**src/rtl/core/stp_pkg.sv**
```systemverilog
package stp_pkg;

  localparam int unsigned MaxColumnsDefault = 256;
  localparam int unsigned QueueDepth        = 2;

  localparam logic [15:0] SpaceCode = 16'h0020;
  localparam logic [7:0]  CrCode    = 8'h0D;

  typedef enum logic [1:0] {
    CMD_CHAR  = 2'd0,
    CMD_CR    = 2'd1,
    CMD_FLUSH = 2'd2
  } cmd_kind_e;

  // One classified cell on its way from the front to the back.
  typedef struct packed {
    cmd_kind_e   kind;
    logic [7:0]  spaces;
    logic [15:0] code;
  } cmd_t;

endpackage

```
**src/rtl/core/selection_text_packer_utf8.sv**
```systemverilog
// Selection text packer: turns selected screen cells (16-bit codes) into
// UTF-8 bytes, with runs of spaces carried as a count.
//
// Input channel: drive char_code_i, row_end_i and selection_end_i with push
// high; the cell is taken at a clock edge where push is high and full is low.
// Result channel: while empty is low, the oldest result byte sits on
// spaces_before_o, byte_value_o, has_byte_o and last_o; pop takes it.
//
// A front stage classifies each cell and keeps the pending space count; a
// two-entry command queue feeds a back stage with a single byte-wide output
// register. A cell's first result passes through the queue and then that
// register. Throughput, set by that register: one result per cycle while the
// receiver pops; a cell yields 1 to 3 results (its UTF-8 length). Spaces that
// only add to the count yield no result.
//
// Reset empties the queue and the output register and clears the space count.
// When the receiver stalls, the output register holds, the queue fills,
// and full rises after two commands are waiting.
module selection_text_packer_utf8 import stp_pkg::*; #(
  parameter int unsigned MAX_COLUMNS = MaxColumnsDefault
) (
  input  logic        clk_i,
  input  logic        rst_ni,
  input  logic        push,
  output logic        full,
  input  logic [15:0] char_code_i,
  input  logic        row_end_i,
  input  logic        selection_end_i,
  output logic        empty,
  input  logic        pop,
  output logic [7:0]  spaces_before_o,
  output logic [7:0]  byte_value_o,
  output logic        has_byte_o,
  output logic        last_o
);

  logic accept;
  logic cmd_push, cmd_pop, cmd_empty;
  cmd_t cmd_in, cmd_head;

  // hold off new cells whenever the command queue is full
  assign accept = push && !full;

  stp_front #(
    .MAX_COLUMNS(MAX_COLUMNS)
  ) u_front (
    .clk_i          (clk_i),
    .rst_ni         (rst_ni),
    .accept_i       (accept),
    .char_code_i    (char_code_i),
    .row_end_i      (row_end_i),
    .selection_end_i(selection_end_i),
    .cmd_push_o     (cmd_push),
    .cmd_o          (cmd_in)
  );

  stp_queue u_queue (
    .clk_i  (clk_i),
    .rst_ni (rst_ni),
    .push_i (cmd_push),
    .data_i (cmd_in),
    .full_o (full),
    .pop_i  (cmd_pop),
    .empty_o(cmd_empty),
    .data_o (cmd_head)
  );

  stp_back u_back (
    .clk_i          (clk_i),
    .rst_ni         (rst_ni),
    .cmd_empty_i    (cmd_empty),
    .cmd_i          (cmd_head),
    .cmd_pop_o      (cmd_pop),
    .empty_o        (empty),
    .pop_i          (pop),
    .spaces_before_o(spaces_before_o),
    .byte_value_o   (byte_value_o),
    .has_byte_o     (has_byte_o),
    .last_o         (last_o)
  );

endmodule

```
**src/rtl/core/stp_front.sv**
```systemverilog
module stp_front import stp_pkg::*; #(
  parameter int unsigned MAX_COLUMNS = MaxColumnsDefault
) (
  input  logic        clk_i,
  input  logic        rst_ni,
  input  logic        accept_i,
  input  logic [15:0] char_code_i,
  input  logic        row_end_i,
  input  logic        selection_end_i,
  output logic        cmd_push_o,
  output cmd_t        cmd_o
);

  localparam int unsigned LimitInt   = (MAX_COLUMNS - 1 > 255) ? 255 : MAX_COLUMNS - 1;
  localparam logic [7:0]  SpaceLimit = 8'(LimitInt);

  logic [7:0] pending_d, pending_q;
  logic [7:0] pending_inc;
  logic       is_space;

  assign is_space    = (char_code_i == SpaceCode);
  assign pending_inc = (pending_q >= SpaceLimit) ? SpaceLimit : pending_q + 8'd1;

  always_comb begin
    pending_d   = pending_q;
    cmd_push_o  = 1'b0;
    cmd_o.kind  = CMD_CHAR;
    cmd_o.spaces = pending_q;
    cmd_o.code  = char_code_i;
    if (accept_i) begin
      pending_d = 8'd0;
      if (is_space) begin
        if (row_end_i) begin
          // drop trailing spaces, send a carriage return instead
          cmd_push_o   = 1'b1;
          cmd_o.kind   = CMD_CR;
          cmd_o.spaces = 8'd0;
        end else if (selection_end_i) begin
          cmd_push_o   = 1'b1;
          cmd_o.kind   = CMD_FLUSH;
          cmd_o.spaces = pending_inc;
        end else begin
          pending_d = pending_inc;
        end
      end else begin
        cmd_push_o = 1'b1;
      end
    end
  end

  always_ff @(posedge clk_i or negedge rst_ni) begin
    if (!rst_ni) begin
      pending_q <= 8'd0;
    end else begin
      pending_q <= pending_d;
    end
  end

endmodule

```
**src/rtl/core/stp_queue.sv**
```systemverilog
module stp_queue import stp_pkg::*; (
  input  logic clk_i,
  input  logic rst_ni,
  input  logic push_i,
  input  cmd_t data_i,
  output logic full_o,
  input  logic pop_i,
  output logic empty_o,
  output cmd_t data_o
);

  localparam int unsigned PtrW = (QueueDepth > 1) ? $clog2(QueueDepth) : 1;
  localparam logic [PtrW:0] DepthCnt = (PtrW + 1)'(QueueDepth);
  localparam logic [PtrW-1:0] LastIdx = PtrW'(QueueDepth - 1);

  cmd_t            mem_q [QueueDepth];
  logic [PtrW-1:0] wr_ptr_q, rd_ptr_q;
  logic [PtrW:0]   count_q;
  logic            do_push, do_pop;

  assign full_o  = (count_q == DepthCnt);
  assign empty_o = (count_q == '0);
  assign data_o  = mem_q[rd_ptr_q];
  assign do_push = push_i && !full_o;
  assign do_pop  = pop_i && !empty_o;

  always_ff @(posedge clk_i) begin
    if (do_push) begin
      mem_q[wr_ptr_q] <= data_i;
    end
  end

  always_ff @(posedge clk_i or negedge rst_ni) begin
    if (!rst_ni) begin
      wr_ptr_q <= '0;
      rd_ptr_q <= '0;
      count_q  <= '0;
    end else begin
      if (do_push) begin
        wr_ptr_q <= (wr_ptr_q == LastIdx) ? '0 : wr_ptr_q + 1'b1;
      end
      if (do_pop) begin
        rd_ptr_q <= (rd_ptr_q == LastIdx) ? '0 : rd_ptr_q + 1'b1;
      end
      if (do_push && !do_pop) begin
        count_q <= count_q + 1'b1;
      end else if (do_pop && !do_push) begin
        count_q <= count_q - 1'b1;
      end
    end
  end

endmodule

```
**src/rtl/core/stp_back.sv**
```systemverilog
module stp_back import stp_pkg::*; (
  input  logic       clk_i,
  input  logic       rst_ni,
  input  logic       cmd_empty_i,
  input  cmd_t       cmd_i,
  output logic       cmd_pop_o,
  output logic       empty_o,
  input  logic       pop_i,
  output logic [7:0] spaces_before_o,
  output logic [7:0] byte_value_o,
  output logic       has_byte_o,
  output logic       last_o
);

  logic       out_valid_q;
  logic [7:0] spaces_q, byte_q;
  logic       has_q, last_q;
  logic [1:0] idx_d, idx_q;
  logic [1:0] nbytes;
  logic       load;
  logic [7:0] byte_d, spaces_d;
  logic       has_d, last_d;

  assign load = !cmd_empty_i && (!out_valid_q || pop_i);

  always_comb begin
    nbytes = 2'd1;
    if (cmd_i.kind == CMD_CHAR) begin
      if (cmd_i.code[15:11] != 5'd0) begin
        nbytes = 2'd3;
      end else if (cmd_i.code[10:7] != 4'd0) begin
        nbytes = 2'd2;
      end
    end
  end

  always_comb begin
    spaces_d = (idx_q == 2'd0) ? cmd_i.spaces : 8'd0;
    has_d    = 1'b1;
    last_d   = (idx_q == nbytes - 2'd1);
    byte_d   = 8'd0;
    case (cmd_i.kind)
      CMD_CR: begin
        byte_d = CrCode;
      end
      CMD_FLUSH: begin
        has_d = 1'b0;
      end
      CMD_CHAR: begin
        case (idx_q)
          2'd0: begin
            case (nbytes)
              2'd1:    byte_d = {1'b0, cmd_i.code[6:0]};
              2'd2:    byte_d = {3'b110, cmd_i.code[10:6]};
              default: byte_d = {4'b1110, cmd_i.code[15:12]};
            endcase
          end
          2'd1: begin
            byte_d = (nbytes == 2'd2) ? {2'b10, cmd_i.code[5:0]}
                                      : {2'b10, cmd_i.code[11:6]};
          end
          default: begin
            byte_d = {2'b10, cmd_i.code[5:0]};
          end
        endcase
      end
      default: begin
        has_d = 1'b0;
      end
    endcase
  end

  // Advance through the bytes of the head command; release it on its last byte.
  assign cmd_pop_o = load && last_d;
  assign idx_d     = load ? (last_d ? 2'd0 : idx_q + 2'd1) : idx_q;

  always_ff @(posedge clk_i or negedge rst_ni) begin
    if (!rst_ni) begin
      out_valid_q <= 1'b0;
      idx_q       <= 2'd0;
    end else begin
      idx_q <= idx_d;
      if (load) begin
        out_valid_q <= 1'b1;
      end else if (pop_i) begin
        out_valid_q <= 1'b0;
      end
    end
  end

  always_ff @(posedge clk_i) begin
    if (load) begin
      spaces_q <= spaces_d;
      byte_q   <= byte_d;
      has_q    <= has_d;
      last_q   <= last_d;
    end
  end

  assign empty_o         = !out_valid_q;
  assign spaces_before_o = spaces_q;
  assign byte_value_o    = byte_q;
  assign has_byte_o      = has_q;
  assign last_o          = last_q;

endmodule
```
**config.mk**
```make
export PLATFORM = sky130hd
export DESIGN_NAME = selection_text_packer_utf8
export DESIGN_NICKNAME = d
export VERILOG_FILES = /design/src/rtl/core/stp_pkg.sv /design/src/rtl/core/selection_text_packer_utf8.sv /design/src/rtl/core/stp_front.sv /design/src/rtl/core/stp_queue.sv /design/src/rtl/core/stp_back.sv
export SDC_FILE = /design/constraint.sdc
export NUM_CORES = 1
export LEC_CHECK = 0
export BUFFER_PORTS_ARGS = -buffer_cell sky130_fd_sc_hd__clkbuf_2
export CAP_MARGIN = 20
export CELL_PAD_IN_SITES_DETAIL_PLACEMENT = 1
export CELL_PAD_IN_SITES_GLOBAL_PLACEMENT = 1
export CORE_MARGIN = 1.5
export CORE_UTILIZATION = 40
export DETAILED_ROUTE_END_ITERATION = 8
export HOLD_SLACK_MARGIN = 0.02
export PLACE_DENSITY_LB_ADDON = 0.12
export SKIP_LAST_GASP = 1
export SLEW_MARGIN = 40
export SYNTH_ARGS = -nofsm -noshare
export SYNTH_HDL_FRONTEND = slang
export SYNTH_SLANG_ARGS = --single-unit
```
**constraint.sdc**
```tcl
create_clock -name clk_i -period 3.65 [get_ports clk_i]
set_input_delay 0 -clock clk_i [delete_from_list [all_inputs] [get_ports clk_i]]
set_output_delay 0 -clock clk_i [all_outputs]
set_load 0.05 [all_outputs]
```
# Word-level counts from Yosys, hierarchy flattened
# Memory sizes are Yosys's and may differ from the RTL's.
# Index checks and enable logic that the tools add are counted.
totals:
  wordCells: 76
  n_memories: 1
  latch_bits: 0
  out_inout_bits: 20
  mem_bits_rw: 52
  inputBits: 22
  romBits: 0
  reg_bits: 33
memory_table:
  columns: ["memory", "depth", "word_bits", "read_ports", "rd_clocked_by_memory_dff", "write_ports", "line", "source"]
  rows:
  - ["u_queue.mem_q", 2, 26, 1, 0, 1, "stp_queue.sv:16", "cmd_t mem_q [QueueDepth];"]
classes:
  div_mod_pow: 0
  addsub: 7
  n_shift: 0
  order_cmp: 1
  reduce_logical: 21
  mul: 0
  n_bitwise: 0
  muxes: 29
  n_eq_ne: 7
op_table:
  columns: ["operator", "n"]
  rows:
  - ["$pmux 8 s2", 3]
  - ["$mux 10", 4]
  - ["$mux 8", 4]
  - ["$eq 16x6->1 const B", 1]
  - ["$mux 2", 6]
  - ["$mux 1", 11]
  - ["$add 8x1->8 const B", 1]
  - ["$ge 8x8->1 const B", 1]
  - ["$logic_and 1x1->1", 7]
  - ["$eq 2x1->1 const B", 3]
  - ["$logic_not 2->1", 3]
  - ["$mux 6", 1]
  - ["$logic_not 1->1", 5]
  - ["$reduce_bool 5->1", 1]
  - ["$add 2x1->2 const B", 2]
  - ["$eq 2x2->1 const B", 2]
  - ["$reduce_bool 2->1", 2]
  - ["$reduce_bool 4->1", 1]
  - ["$sub 2x1->2 const B", 2]
  - ["$add 1x1->1 const B", 2]
  - ["$eq 2x2->1", 1]
  - ["$reduce_or 2->1", 1]
  - ["$logic_or 1x1->1", 1]

# Longest topological paths before layout
# Gate-level depths: netlist of run 1.
# An unclocked memory read counts as a cell.
depth:
  depth_word: 12
  depth_mapped: 11

# Cells and area by module
# Synthesis of run 1 repeated with hierarchy kept, for this count alone.
unflattened:
  cells_unflattened: 332
  area_unflattened_um2: 4394.2
by_module_without_submodules:
  columns: ["module", "seq_area_each_um2", "instances", "cells_each", "area_per_inst_um2"]
  rows:
  - ["stp_queue", 1661.6, 1, 100, 2173.3]
  - ["stp_back", 615.6, 1, 113, 1228.7]
  - ["stp_front", 200.2, 1, 118, 978.4]
  - ["selection_text_packer_utf8", 0.0, 1, 1, 13.8]

# Worst setup path after synthesis of run 1
# OpenSTA, ideal clock, no wires.
synth_path:
  kind: "register to register"
  start: "reg u_queue.count_q[1]"
  end: "mem u_queue.mem_q[0][0] in the netlist's numbering, enable pin"
  path_stages_with_launch: 5
  path_buffers: 1
  slack_ns: 0.204
  synth_period_minus_slack_ns: 3.446
  t_arrival_ns: 3.004
  setup_time_ns: 0.442
  path_cell_list: "dfrtp_1 > nor2b_1 > nand2b_1 > clkbuf_1 > nor3_1"
synth_via:
  elab_chain_cells: 7
synth_lines:
  columns: ["item", "line", "source"]
  rows:
  - ["start: declaration", "stp_queue.sv:18", "logic [PtrW:0] count_q;"]
  - ["start signal: assignment", "stp_queue.sv:46", "count_q <= count_q + 1'b1;"]
  - ["start signal: assignment", "stp_queue.sv:48", "count_q <= count_q - 1'b1;"]
  - ["$eq 2x2->1 *", "stp_queue.sv:21", "assign full_o = (count_q == DepthCnt);"]
  - ["named net full", "selection_text_packer_utf8.sv:25", "output logic full,"]
  - ["$logic_not 1->1 *", "selection_text_packer_utf8.sv:42, stp_queue.sv:24", null]
  - ["$logic_and 1x1->1", "selection_text_packer_utf8.sv:42", "assign accept = push && !full;"]
  - ["$mux 1", "stp_front.sv:30", "if (accept_i) begin"]
  - ["$logic_and 1x1->1 *", "stp_queue.sv:24", "assign do_push = push_i && !full_o;"]
  - ["$mux 1 *", "stp_queue.sv:28", "if (do_push) begin"]
  - ["$mux 1 (implied by the code) *", "stp_queue.sv:29", "mem_q[wr_ptr_q] <= data_i;"]
  - ["end: declaration", "stp_queue.sv:16", null]
# The timed path passes the listed nets; every way through them passes the cells marked *.

# Final worst setup path of run 1
layout_path:
  start: "reg u_queue.rd_ptr_q"
  end: "reg u_queue.count_q[1]"
layout_via:
  elab_chain_cells: 12
  elab_cells_between_ends: 16
  classes_between: "add/sub: 1; eq/ne: 1; mux: 4; reduce/logical: 9; memory: 1"
layout_lines:
  columns: ["item", "line", "source"]
  rows:
  - ["start: declaration", "stp_queue.sv:17", "logic [PtrW-1:0] wr_ptr_q, rd_ptr_q;"]
  - ["start signal: assignment", "stp_queue.sv:43", "rd_ptr_q <= (rd_ptr_q == LastIdx) ? '0 : rd_ptr_q + 1'b1;"]
  - ["$mem_v2 2x26 *", null, null]
  - ["$reduce_bool 4->1", "stp_back.sv:31", "end else if (cmd_i.code[10:7] != 4'd0) begin"]
  - ["$mux 2", "stp_back.sv:31", null]
  - ["$mux 2", "stp_back.sv:29", "if (cmd_i.code[15:11] != 5'd0) begin"]
  - ["$mux 2 *", "stp_back.sv:28", "if (cmd_i.kind == CMD_CHAR) begin"]
  - ["$sub 2x1->2 *", "stp_back.sv:40", "last_d = (idx_q == nbytes - 2'd1);"]
  - ["$eq 2x2->1 *", "stp_back.sv:40", null]
  - ["$logic_and 1x1->1 *", "stp_back.sv:74", "assign cmd_pop_o = load && last_d;"]
  - ["$logic_and 1x1->1 *", "stp_queue.sv:25", "assign do_pop = pop_i && !empty_o;"]
  - ["$logic_not 1->1", "stp_queue.sv:45", "if (do_push && !do_pop) begin"]
  - ["$logic_and 1x1->1", "stp_queue.sv:45", null]
  - ["$mux 2 / $reduce_bool 2->1 (equally long branches)", null, null]
# Every way passes the cells marked *; elsewhere a longest branch is shown, timed or not.
# A chain may end at the register's enable or synchronous reset.

==> results.yml, run 1 <==
run_status:
  status: "complete, no violations"
pwr:
  cellPowerDensity_nw_per_um2: 800
  p_switching_w: 0.00155
  peakVddDrop_v: 0.000296
  p_comb_share_pct: 40.2
  power_leakage_nw: 1.79
  p_total_w: 0.00375
  seqPwrFrac_pct: 41.7
  p_sw_share_pct: 41.3
  power_frac_clock_pct: 18.0
  internal_power_w: 0.00220
synth:
  avgSynthCellArea_um2: 12.9
  syn_inst: 308
  synth_top_area_share_pct: 52.9
  synth_mux_area_share_pct: 7.25
  synthDistinctLibCells: 53
  ys_top_cells_by_area: "edfxtp_1 53%, dfrtp_1 9.5%, mux2i_1 5.5%"
  ys_seq_elements: 85
  ys_async_sr_fraction_pct: 17.6
  synth_top_family_by_area: "compound AO/OA/AOI/OAI gates"
  syn-num-nets: 334
  synth-compound-area-share_pct: 12.1
  yosysTopAreaCell: "edfxtp_1"
  yosysSeqAreaShare_pct: 62.4
  synthSimpleGateAreaFrac_pct: 11.6
  syn_area_um2: 3970
  synth_adder_area_share_pct: 1.26
  synth_ff_type: "edfxtp_1"
  synth_xor_area_share_pct: 2.02
  ys_warn_count: 0
  synth-edff-count: 70
cts:
  cts_tree: "yes"
  cts_inserted_buffers: 9
  cts_root_buf: "clkbuf_8"
  cts.sinks: 85
  cts_resized: 0
  cts_buffer_depth: 2
  htreeDepth: 3
  clk_latency_ns: 0.36
  cts_setup_buffers: 0
  clk_pin_slew_ns: 0.09
sta:
  fin_skew_ns: 0.0191
  slew_viol_final: 0
  tns_ns: 0
  min_period_ns: 3.00
  hold_viol: 0
  period_share_pct: 82.3
  fmax_mhz: 333
  rsz0062_at_grt: "no"
  maxSlewHeadroom_pct: 47.9
  worstMarginPinSlew_ns: 0.782
  finalSetupViolations: 0
  fin_hold_ws_ns: 0.0856
global_routing:
  antenna_found_initial: 0
  grt_max_degree: 22
  grt_use_total_pct: 18.4
  grt_overflow: 0
  grt_pass1_wl_mm: 14.3
  first_global_vias: 2671
floorplanning:
  start_util_pct: 41.0
  core_um2: 9680
  std_cell_rows: 36
  top_level_ports: 42
  die_area_um2: 10500
  chipWidth_um: 103
  die-height_um: 103
detailed_routing:
  initialDrtViolationCount: 115
  ant_nets: 0
  drtPass1Iterations: 4
  wl_mm: 9.01
  routed_via_density: 5.17
  drc_errors: 0
  num_vias: 2639
  wl_per_cell_um: 17.7
final_layout:
  nets: 398
  seqCellArea_um2: 2480
  drive_gt1_share_pct: 21.0
  final_common_cell: "edfxtp_1"
  area_growth_pct: 18.0
  fillers: 1048
  multi_input_area_um2: 1370
  stdcell_count: 510
  layout_common_cells: "70 x edfxtp_1, 41 x clkbuf_2, 30 x nor2_1"
  diodes: 0
min_path:
  holdPathStages: 2
  hold_class: "in2reg"
placement:
  gp_congestion: 0.848
  place_hpwl_mm: 6.60
  io_buffers: 41
  place_inst: 476
worst_setup_path:
  cp-start-kind: "flop"
  reg2reg_slack_ns: 0.65
  critPathLaunch: "u_queue.rd_ptr_q$_DFFE_PN0P_"
  arrival_ns: 3.28
  critPathCapture: "u_queue.count_q[1]$_DFFE_PN0P_"
  r2r_cells: 9
  worstPathRequired_ns: 3.93
  r2r_end: "u_queue.count_q[1]$_DFFE_PN0P_"
  critical_path_class: "reg2reg"
  regToRegStartpoint: "u_queue.rd_ptr_q$_DFFE_PN0P_"
  endpoint_kind: "flop"
  crit_path_max_fanout: 21
flow_run:
  drv_cap: 0
[synth_stat cells (3+ instances only)]
master    number
o22ai_1        6
mux2i_1       22
a21oi_1       12
inv_1         15
nor3_1         7
nor2_1        30
nand3_1        7
mux2_2         5
o21ai_0       15
xor2_1         3
ha_1           4
and2_1         5
nand2_1       19
a22o_1         5
edfxtp_1      70
dfrtp_1       15
buf_2          5
nor3b_1        4
o22a_1         4
xnor2_1        3
nor4_1         5
nand2b_1       4
[critical path, stage by stage (launching register included)]
cell,delay (ns)
dfrtp_1,0.86
nor4b_1,0.45
o22ai_2,0.26
and2_1,0.26
xnor2_1,0.24
nand3_1,0.18
ha_1,0.28
xor2_1,0.14
nor2_1,0.12
xor2_1,0.15
[state kept, by name, summed over array words and instances, names as in the netlist]
signal / count
u_back.byte_value_o: 8
u_back.has_byte_o: 1
u_back.idx_q: 2
u_back.last_o: 1
u_back.out_valid_q: 1
u_back.spaces_before_o: 8
u_front.pending_q: 8
u_queue.count_q: 2
u_queue.mem_q: 52
u_queue.rd_ptr_q: 1
u_queue.wr_ptr_q: 1
[metal layers]
layer  track usage [%]  up-vias  share of wire [%]
met4              5.48        0                1.2
met3              3.59       10                3.7
li1                  -     1295                  -
met2              27.3       59                 43
met1              27.3     1275                 52
met5                 0        -                  0
[through the flow]
stage               util, %  instance area (µm²)  setup WS, ns
detailed placement     44.5                 4310         0.690
global route           48.4                 4690         0.438
CTS                    48.4                 4690         0.672
finish                 48.4                 4690         0.645
floorplan                 -                 3970         0.204
global placement       44.4                 4300         0.890
[power groups by stage]
stage / Combinational [W] / Clock [W] / Sequential, W
3_3_place_gp: 0.00148 / 0 / 0.00158
5_1_grt: 0.00164 / 0.000728 / 0.00159
6_report: 0.00151 / 0.000675 / 0.00156
3_5_place_dp: 0.00150 / 0 / 0.00158
4_1_cts: 0.00152 / 0.000697 / 0.00156
2_1_floorplan: 0.000855 / 0 / 0.00186
[cell type report]
class	count	share of cell area, %
well taps	133	3.55
inverters	16	1.28
flip-flops and latches	85	52.9
repair buffers	63	8.86
clock inverters	6	1.49
clock buffers	10	2.72
multi-input cells	197	29.2
[cell families (layout without fill, tap and decap cells)]
logic type,after synthesis,in the layout
mux,28,28
buf+inv,26,95
xor+xnor,7,7
fa+ha+maj,4,4
simple gates,92,92
flops,85,85
compound gates,66,66
[repair_timing]
action	4_1_cts	5_1_grt
endpoints found under the setup margin	0	0
hold buffers	18	0
hold endpoints to repair	48	0
[worst min path at each step]
| stage | from | to | slack, ns |
|---|---|---|---|
| 3_3_place_gp | rst_ni | u_back.idx_q[0]$_DFFE_PN0P_ | -0.02 |
| 6_report | row_end_i | u_queue.mem_q[1][24]$_DFFE_PP_ | 0.09 |
| 2_1_floorplan | rst_ni | u_back.idx_q[0]$_DFFE_PN0P_ | -0.30 |
| 3_5_place_dp | rst_ni | u_back.idx_q[0]$_DFFE_PN0P_ | -0.01 |
| 4_1_cts | row_end_i | u_queue.mem_q[1][24]$_DFFE_PP_ | 0.06 |
| 5_1_grt | row_end_i | u_queue.mem_q[1][24]$_DFFE_PP_ | 0.09 |
(Power assumes the default switching activity.)
==> run 2, diff against run 1 <==
==> constraint.sdc (replaced) <==
create_clock -name clk_i -period 2.7 [get_ports clk_i]
set_input_delay 0 -clock clk_i [delete_from_list [all_inputs] [get_ports clk_i]]
set_output_delay 0 -clock clk_i [all_outputs]
set_load 0.05 [all_outputs]
==> run 2 against run 1 <==
  * Register-to-register slack worse by 0.45 ns
  * Highest routed layer unchanged
  * Cell count is 2.2% higher
  * Utilization is 1.1 points higher
  * Via count is 4.2% higher
  * Global-route usage is 0.64 points higher
  * Clock skew is 0.010 ns lower
  * First-iteration DRC count is 32% lower
  * Critical path type unchanged
  * Largest cell class unchanged
  * Total power is 38% higher
  * Clock-buffer cell count is 2 higher
  * Sequential cell count stayed put
  * Worst setup slack worse by 0.45 ns
==> results.yml, run 2 (synthesized netlist as in run 1, its figures left out) <==
final_layout:
  regMostFlops: "u_queue.mem_q"
  nets: 409
  area_growth_pct: 20.7
  fillers: 1023
  layout_common_cells: "70 x edfxtp_1, 41 x clkbuf_2, 30 x nor2_1"
  fin_area_um2: 4790
  largest_reg_flops: 52
  drive_gt1_share_pct: 22.9
  final_common_cell: "edfxtp_1"
  multi_input_area_um2: 1370
  diodes: 0
  seqCellArea_um2: 2480
  post-route-util_pct: 49.5
pwr:
  peakVddDrop_v: 0.000450
  cellPowerDensity_nw_per_um2: 1080
  power_leakage_nw: 1.86
sta:
  fin_skew_ns: 0.00858
  fin_hold_ws_ns: 0.0374
  slew_viol_final: 0
  period_share_pct: 92.7
  rsz0062_at_grt: "no"
  min_period_ns: 2.50
  maxSlewHeadroom_pct: 54.4
  finalSetupViolations: 0
  worstMarginPinSlew_ns: 0.679
  layout_setup_ws_ns: 0.197
  tns_ns: 0
  hold_viol: 0
  fmax_mhz: 400
detailed_routing:
  routed_via_density: 5.28
  drc_errors: 0
  initialDrtViolationCount: 78
  wl_per_cell_um: 17.4
  wl_mm: 9.05
  num_vias: 2751
  drtPass1Iterations: 4
  ant_nets: 0
global_routing:
  grt_max_degree: 20
  antenna_found_initial: 0
  grt_overflow: 0
  grt_use_total_pct: 19.0
  grt_pass1_wl_mm: 14.8
  first_global_vias: 2739
cts:
  cts_root_buf: "clkbuf_8"
  cts_resized: 0
  clk_pin_slew_ns: 0.09
  cts_inserted_buffers: 9
  cts.sinks: 85
  cts_buffer_depth: 2
  clk_latency_ns: 0.35
  htreeDepth: 3
  cts_tree: "yes"
  cts_setup_buffers: 0
  postCtsHoldBufs: 18
worst_setup_path:
  r2r_end: "u_queue.count_q[1]$_DFFE_PN0P_"
  arrival_ns: 2.79
  worstPathRequired_ns: 2.98
  cp-start-kind: "flop"
  r2r_cells: 9
  endpoint_kind: "flop"
  reg2reg_slack_ns: 0.20
  crit_path_max_fanout: 14
  regToRegStartpoint: "u_queue.mem_q[1][8]$_DFFE_PP_"
  critical_path_class: "reg2reg"
floorplanning:
  die_area_um2: 10500
  core_um2: 9680
  die-height_um: 103
  std_cell_rows: 36
  chipWidth_um: 103
  start_util_pct: 41.0
  top_level_ports: 42
min_path:
  hold_class: "in2reg"
  min_from: "row_end_i"
  holdPathStages: 2
  min_to: "u_queue.mem_q[0][24]$_DFFE_PP_"
placement:
  place_area_um2: 4400
  gp_congestion: 0.807
  place_ws_ns: 0.203
  place_hpwl_mm: 6.50
  io_buffers: 41
run_status:
  status: "complete, no violations"
flow_run:
  drv_cap: 0
==> run 2: per-layer routing <==
metal	GRT usage [%]	part of all wire (%)	routed length (µm)	up-vias
met1	27.7	52	4690	1369
li1	-	-	-	1320
met5	0	0	0	-
met2	28.8	44	3950	54
met4	6.11	1.2	106	0
met3	3.66	3.3	297	8
==> run 2: worst max-delay path by stage <==
stage / endpoint / start / slack, ns / cells past startpoint
2_1_floorplan: u_queue.mem_q[0][0]$_DFFE_PP_ / u_queue.count_q[1]$_DFFE_PN0P_ / 0.06 / 4
5_1_grt: u_queue.count_q[1]$_DFFE_PN0P_ / u_queue.mem_q[1][7]$_DFFE_PP_ / 0.05 / 9
4_1_cts: u_queue.count_q[1]$_DFFE_PN0P_ / u_queue.mem_q[1][8]$_DFFE_PP_ / 0.18 / 9
6_report: u_queue.count_q[1]$_DFFE_PN0P_ / u_queue.mem_q[1][8]$_DFFE_PP_ / 0.20 / 9
3_5_place_dp: u_queue.count_q[1]$_DFFE_PN0P_ / u_queue.mem_q[1][8]$_DFFE_PP_ / 0.20 / 9
3_3_place_gp: u_queue.count_q[1]$_DFFE_PN0P_ / u_queue.mem_q[0][7]$_DFFE_PP_ / 0.27 / 9
==> run 2: final cells by class <==
type | instances | area share [%]
Clock inverter | 4 | 1.15
Tap cell | 133 | 3.47
Timing Repair Buffer | 74 | 10.6
Multi-Input combinational cell | 197 | 28.6
Inverter | 16 | 1.25
Clock buffer | 12 | 3.24
Sequential cell | 85 | 51.7
==> run 2: report_power, final <==
group | switching [W] | total [W] | leakage, nW | internal (W)
clock | 0.000454 | 0.000938 | 0.103 | 0.000484
combinational | 0.00147 | 0.00218 | 0.897 | 0.000712
sequential | 0.000170 | 0.00206 | 0.863 | 0.00189
total | 0.00209 | 0.00518 | 1.86 | 0.00308
==> run 2: metrics by stage <==
step           total power (W)  cells
6_report               0.00518    521
5_1_grt                0.00549    521
4_1_cts                0.00521    521
3_5_place_dp           0.00425    487
3_3_place_gp           0.00421    487
2_1_floorplan          0.00367    308
==> run 2: worst max-delay path, stage by stage (launching register included) <==
cell and delay, ns:
edfxtp_1 0.41, or4_1 0.59, a22o_4 0.29, nand2b_4 0.20, xnor2_4 0.15, nand3_1 0.15
ha_1 0.24, xor2_1 0.14, nor2_1 0.12, xor2_1 0.15
==> run 3, diff against run 2 <==
--- a/config.mk
+++ b/config.mk
@@ -14,6 +14,7 @@
 export DETAILED_ROUTE_END_ITERATION = 8
 export HOLD_SLACK_MARGIN = 0.02
 export PLACE_DENSITY_LB_ADDON = 0.12
+export RECOVER_POWER = 50
 export SKIP_LAST_GASP = 1
 export SLEW_MARGIN = 40
 export SYNTH_ARGS = -nofsm -noshare
==> run 3 against run 2 <==
  * Sequential share of layout area grew 0.63 points
  * Cell count is the same
  * Worst setup slack gained 0.0066 ns
  * Routed wire length grew 0.17%
  * Critical path type unchanged
==> results.yml, run 3 (synthesized netlist as in run 1, its figures left out) <==
min_path:
  hold_class: "in2reg"
final_layout:
  area_growth_pct: 19.3
  final_common_cell: "edfxtp_1"
  regMostFlops: "u_queue.mem_q"
  largest_reg_flops: 52
  drive_gt1_share_pct: 12.6
  diodes: 0
  post-route-util_pct: 48.9
  layout_common_cells: "70 x edfxtp_1, 41 x clkbuf_1, 30 x nor2_1"
  nets: 409
floorplanning:
  std_cell_rows: 36
  chipWidth_um: 103
  core_um2: 9680
  die_area_um2: 10500
  die-height_um: 103
  start_util_pct: 41.0
  top_level_ports: 42
worst_setup_path:
  crit_top_cell: "xor2_1"
  cp-start-kind: "flop"
  path_buf_inv: 0
  endpoint_kind: "flop"
  path_delay_family: "simple AND/OR/NAND/NOR gates"
  cpMaxStageDelayCell: "or4_1"
  slowest_delay_ns: 0.59
  path_cells: "or4_1, a22o_4, nand2b_4, xnor2_4, nand3_1, ha_1, xor2_1, nor2_1, xor2_1"
  worstPathRequired_ns: 2.98
  critical_path_class: "reg2reg"
  crit_path_max_fanout: 14
  arrival_ns: 2.78
cts:
  cts_inserted_buffers: 9
  cts_buffer_depth: 2
  clk_latency_ns: 0.35
  cts.sinks: 85
  cts_root_buf: "clkbuf_8"
  cts_resized: 0
  cts_tree: "yes"
  cts_setup_buffers: 0
  postCtsHoldBufs: 18
  htreeDepth: 3
  clk_pin_slew_ns: 0.09
detailed_routing:
  wl_per_cell_um: 17.4
  drtPass1Iterations: 4
  ant_nets: 0
  routed_via_density: 5.27
  num_vias: 2747
  wl_mm: 9.06
  drc_errors: 0
  initialDrtViolationCount: 71
sta:
  worstMarginPinSlew_ns: 0.985
  hold_viol: 0
  finalSetupViolations: 0
  period_share_pct: 92.5
  fmax_mhz: 401
  maxSlewHeadroom_pct: 34.3
  layout_setup_ws_ns: 0.204
  rsz0062_at_grt: "no"
  tns_ns: 0
  slew_viol_final: 0
  fin_skew_ns: 0.00873
  min_period_ns: 2.50
pwr:
  peakVddDrop_v: 0.000450
  cellPowerDensity_nw_per_um2: 1080
  power_leakage_nw: 1.74
placement:
  place_hpwl_mm: 6.50
  place_ws_ns: 0.203
  gp_congestion: 0.807
  io_buffers: 41
global_routing:
  first_global_vias: 2739
  grt_pass1_wl_mm: 14.8
  grt_use_total_pct: 19.0
  antenna_found_initial: 0
  grt_overflow: 0
  grt_max_degree: 20
flow_run:
  drv_cap: 0
run_status:
  status: "complete, no violations"
-- run 3: cell count changes in the layout (fill, tap and decap cells not counted) --
cell,change
and2_0,+1
and2_1,-1
buf_4,-3
clkbuf_1,+40
clkbuf_2,-37
-- run 3: cell type report --
cell class | count | area, µm²
Tap cell | 133 | 166
Clock buffer | 12 | 155
Multi-Input combinational cell | 197 | 1370
Timing Repair Buffer | 74 | 453
Sequential cell | 85 | 2480
Inverter | 16 | 60.1
Fill cell | 1043 | 4950
Clock inverter | 4 | 55.1
-- run 3: metrics by stage --
| stage | total power [W] | hold slack, ns | cells | area (µm²) |
|---|---|---|---|---|
| after detailed placement | 0.00425 | -0.0277 | 487 | 4400 |
| after CTS | 0.00521 | 0.0291 | 521 | 4790 |
| after global routing | 0.00544 | 0.0859 | 521 | 4740 |
| after floorplan | 0.00367 | -0.296 | 308 | 3980 |
| after global placement | 0.00421 | -0.0233 | 487 | 4400 |
| final | 0.00513 | 0.0509 | 521 | 4740 |
-- run 3: worst paths after layout --
path                       depth (start not counted)  slack, ns                                to                           start
max in group asynchronous                          2       1.78      u_queue.rd_ptr_q$_DFFE_PN0P_                          rst_ni
min reg2reg                                        2       0.54    u_back.out_valid_q$_DFFE_PN0P_  u_back.out_valid_q$_DFFE_PN0P_
max reg2reg                                        9       0.20    u_queue.count_q[1]$_DFFE_PN0P_   u_queue.mem_q[1][8]$_DFFE_PP_
max                                                9       0.20    u_queue.count_q[1]$_DFFE_PN0P_   u_queue.mem_q[1][8]$_DFFE_PP_
min                                                2       0.05    u_queue.mem_q[0][24]$_DFFE_PP_                       row_end_i
min in group asynchronous                          2       0.32  u_front.pending_q[3]$_DFFE_PN0P_                          rst_ni
-- run 3: report_power, final --
group / total [W] / switching, W / internal, W / leakage, nW
Sequential: 0.00206 / 0.000167 / 0.00189 / 0.863
Combinational: 0.00213 / 0.00147 / 0.000662 / 0.772
Clock: 0.000937 / 0.000453 / 0.000484 / 0.103
Total: 0.00513 / 0.00209 / 0.00304 / 1.74
-- run 3: routing by layer --
layer	up-vias	share of wire (%)	track usage [%]
li1	1318	-	-
met1	1361	52	27.7
met2	60	43	28.8
met3	8	3.8	3.66
met4	0	1.2	6.11
met5	-	0	0
